$ cat src/rtl/lpsp_ram.sv
module lpsp_ram #(
  parameter int WIDTH = 16,
  parameter int DEPTH = 16,
  parameter int AW    = (DEPTH > 1) ? $clog2(DEPTH) : 1
) (
  input  logic             clk,
  input  logic             we,
  input  logic [AW-1:0]    waddr,
  input  logic [WIDTH-1:0] wdata,
  input  logic             re,
  input  logic [AW-1:0]    raddr,
  output logic [WIDTH-1:0] rdata
);

  logic [WIDTH-1:0] mem [DEPTH];

  always_ff @(posedge clk) begin
    if (we) begin
      mem[waddr] <= wdata;
    end
  end

  // read-first, output holds while re is low
  always_ff @(posedge clk) begin
    if (re) begin
      rdata <= mem[raddr];
    end
  end

endmodule

$ cat config.mk
export PLATFORM = sky130hd
export DESIGN_NAME = lpsp_ram
export DESIGN_NICKNAME = d
export VERILOG_FILES = /design/src/rtl/lpsp_ram.sv
export SDC_FILE = /design/constraint.sdc
export NUM_CORES = 1
export LEC_CHECK = 0
export BUFFER_PORTS_ARGS = -buffer_cell sky130_fd_sc_hd__buf_2
export CAP_MARGIN = 30
export CORE_MARGIN = 2
export CORE_UTILIZATION = 42
export CTS_BUF_LIST = sky130_fd_sc_hd__clkbuf_16
export CTS_CLUSTER_DIAMETER = 200
export DETAILED_ROUTE_END_ITERATION = 8
export GPL_TIMING_DRIVEN = 1
export SLEW_MARGIN = 0
export SYNTH_ARGS = -nofsm -noshare
export SYNTH_HDL_FRONTEND = slang
export SYNTH_SLANG_ARGS = --single-unit
$ cat constraint.sdc
create_clock -name clk -period 2.91 [get_ports clk]
set_input_delay 0.291 -clock clk [delete_from_list [all_inputs] [get_ports clk]]
set_output_delay 0.291 -clock clk [all_outputs]
set_load 0.02 [all_outputs]
==> results.py <==
metrics = {
    "setup_path": {
        "setup.worst_path.start_class": "input pin",
        "r2r_setup_slack_ps": 1460,
        "cp_cell_sequence": "buf_4 > buf_4 > mux4_1 > a22oi_1 > nand2_1",
        "slowest_stage": "mux4_1",
        "critPathKind": "in2reg",
        "worst_ep_arrival_time_ps": 1800,
        "required_ps": 3180,
        "cp_common_cell": "buf_4",
        "cp_max_fo": 18,
        "slowest_delay_ps": 580,
        "cp-end-kind": "flip-flop",
    },
    "clocking": {
        "cts_sinks": 272,
        "clk_pin_slew_ps": 60,
        "cts_root_buf": "clkbuf_16",
        "cts_tree": "built",
        "cts_hold_buf": 0,
        "clk_path_buf_depth": 3,
        "post_cts_buffers": 0,
        "clock_latency_ps": 520,
        "htree_levels": 1,
        "cts_buffers": 27,
        "cts_resized": 0,
    },
    "timing": {
        "finalMaxSlewViolations": 0,
        "fin_worst_skew_ps": 6.89,
        "rsz0062_at_grt": "no",
        "setup_ws_ps": 1380,
        "post-route-period-util": 0.526,
        "fin_crit_ps": 1530,
        "final.setup.tns_ps": 0,
        "holdWs_ps": 137,
        "tightest_slew_ps": 659,
        "finalSetupViolations": 0,
        "max_freq_ghz": 0.653,
        "slew_headroom": 0.560,
        "hold_viol_final": 0,
    },
    "layout": {
        "final_cell_mix": "edfxtp_1, mux4_2, buf_2",
        "syn2layout_area_growth_pct": 15.6,
        "layout-drive-gt1-share": 0.331,
        "num_antenna_cells": 0,
        "fill_cells": 1979,
        "final_nets": 534,
        "layout_commonest_cell": "edfxtp_1",
        "postLayoutCellArea_sq_um": 11800,
    },
    "placed_design": {
        "post-place-ws_ps": 813,
        "place_area_sq_um": 11000,
        "hpwl_mm": 11.3,
        "port_buffers": 42,
        "gp_congestion": 0.703,
    },
    "pwr": {
        "p_int_mw": 6.43,
        "total_leakage_power_nw": 3.82,
        "ir_drop_mv": 0.335,
        "switchingPower_mw": 1.65,
        "powerDensity_nw_per_um2": 685,
        "p_total_mw": 8.07,
        "p_seq_frac": 0.549,
        "p_sw_frac": 0.204,
        "pwr-share-comb": 0.050,
        "pwr-share-clk": 0.400,
    },
    "yosys": {
        "syn_inst": 432,
        "synthMuxAreaShare": 0.145,
        "synth_top_area_cell": "edfxtp_1",
        "synth_cell_type_count": 18,
        "synth_compound_area_frac": 0.0235,
        "yosysSeqAreaShare": 0.800,
        "syn-cell-area_sq_um": 10200,
        "synth_fa_ha_area_frac": 0,
        "synth-seq-cells": 272,
        "synth_top_family_by_area": "multiplexers",
        "yosys.area_share.simple": 0.0189,
        "syn_area_per_cell_sq_um": 23.6,
        "yosys_warnings": 0,
        "synth_top_area_frac": 0.800,
        "synth_xor_area_frac": 0,
        "yosys-top-cells-area": "edfxtp_1, mux4_2, mux4_1",
        "synth_fp_nets": 459,
    },
    "global_route": {
        "grt_pass1_wl_mm": 31.7,
        "antenna_found_initial": 0,
        "grtUsageTotal": 0.169,
        "grt_pass1_vias": 4981,
        "grt-ovfl-total": 0,
        "grt_max_degree": 65,
    },
    "flow_run": {
        "drv_cap": 0,
    },
    "detailed_routing": {
        "drcViolationCount": 0,
        "drt-pass1-iter-count": 4,
        "drtIter0Drc": 456,
        "avgRoutedWirePerCell_microns": 25.2,
        "wirelength_mm": 21.4,
        "num_vias": 4697,
        "vias_per_cell": 5.53,
        "detail-route-antenna-nets": 0,
    },
    "die": {
        "num_io_pins": 43,
        "die_h_microns": 160,
        "core_area_sq_um": 24100,
        "die-area_sq_um": 25600,
        "rows": 57,
        "start_util": 0.423,
        "die_w_microns": 160,
    },
    "worst_hold_path": {
        "hold_class": "in2reg",
    },
    "outcome": {
        "status": "complete, no violations",
    },
}
-- power groups by stage --
stage	registers [mW]	logic [mW]	clock network, mW
after CTS	4.44	0.414	3.29
after global routing	4.44	0.441	3.44
after detailed placement	4.52	0.413	0
final	4.44	0.407	3.23
after floorplan	4.54	0.214	0
after global placement	4.52	0.403	0
-- final timing paths --
path	from	endpoint	cells past startpoint
max	raddr[0]	rdata[10]$_DFFE_PP_	5
min	wdata[4]	mem[2][4]$_DFFE_PP_	1
max reg2reg	mem[1][1]$_DFFE_PP_	rdata[1]$_DFFE_PP_	3
min reg2reg	mem[14][2]$_DFFE_PP_	rdata[2]$_DFFE_PP_	3
-- state kept, by name, indices dropped and copies added (netlist names) --
| register | cells |
|---|---|
| mem | 256 |
| rdata | 16 |
-- layout make-up --
cell class	count	area, sq um	area share
flip-flops and latches	272	8170	0.693
multi-input cells	139	1960	0.166
clock buffers	27	676	0.0573
repair buffers	67	438	0.0371
well taps	324	405	0.0344
clock inverters	20	143	0.0121
-- cells by family (layout without fill, tap and decap cells) --
logic type	Yosys count	after routing
buffers and inverters	21	114
DFF	272	272
muxes	64	64
AOI/OAI and AO/OA	32	32
and+or+nand+nor	43	43
-- routing by layer --
| layer | global-route usage | part of all wire | vias up |
|---|---|---|---|
| met2 | 0.272 | 0.48 | 120 |
| met4 | 0.0332 | 0.011 | 0 |
| met5 | 0 | 0 | - |
| li1 | - | - | 1998 |
| met3 | 0.0304 | 0.057 | 19 |
| met1 | 0.247 | 0.46 | 2560 |
-- synth_stat cells, drive strengths merged --
library cell	n
a22oi	32
and2	1
buf	13
clkbuf	8
edfxtp	272
mux4	64
nand2	17
nand2b	2
nand3	1
nand3b	2
nor2	13
nor2b	2
nor3	4
or3b	1
-- metrics by stage --
| step | util | instances |
|---|---|---|
| 2_1_floorplan | - | 432 |
| 3_3_place_gp | 0.455 | 802 |
| 3_5_place_dp | 0.455 | 802 |
| 4_1_cts | 0.489 | 849 |
| 5_1_grt | 0.489 | 849 |
| 6_report | 0.489 | 849 |
-- worst max-delay path, delay by kind of cell --
kind                   cells  cell delay [ps]
multiplexers               1              580
AO/OA/AOI/OAI              1              200
buffers and inverters      2              640
AND/OR/NAND/NOR            1               70
Power figures use the tool's default switching activity.
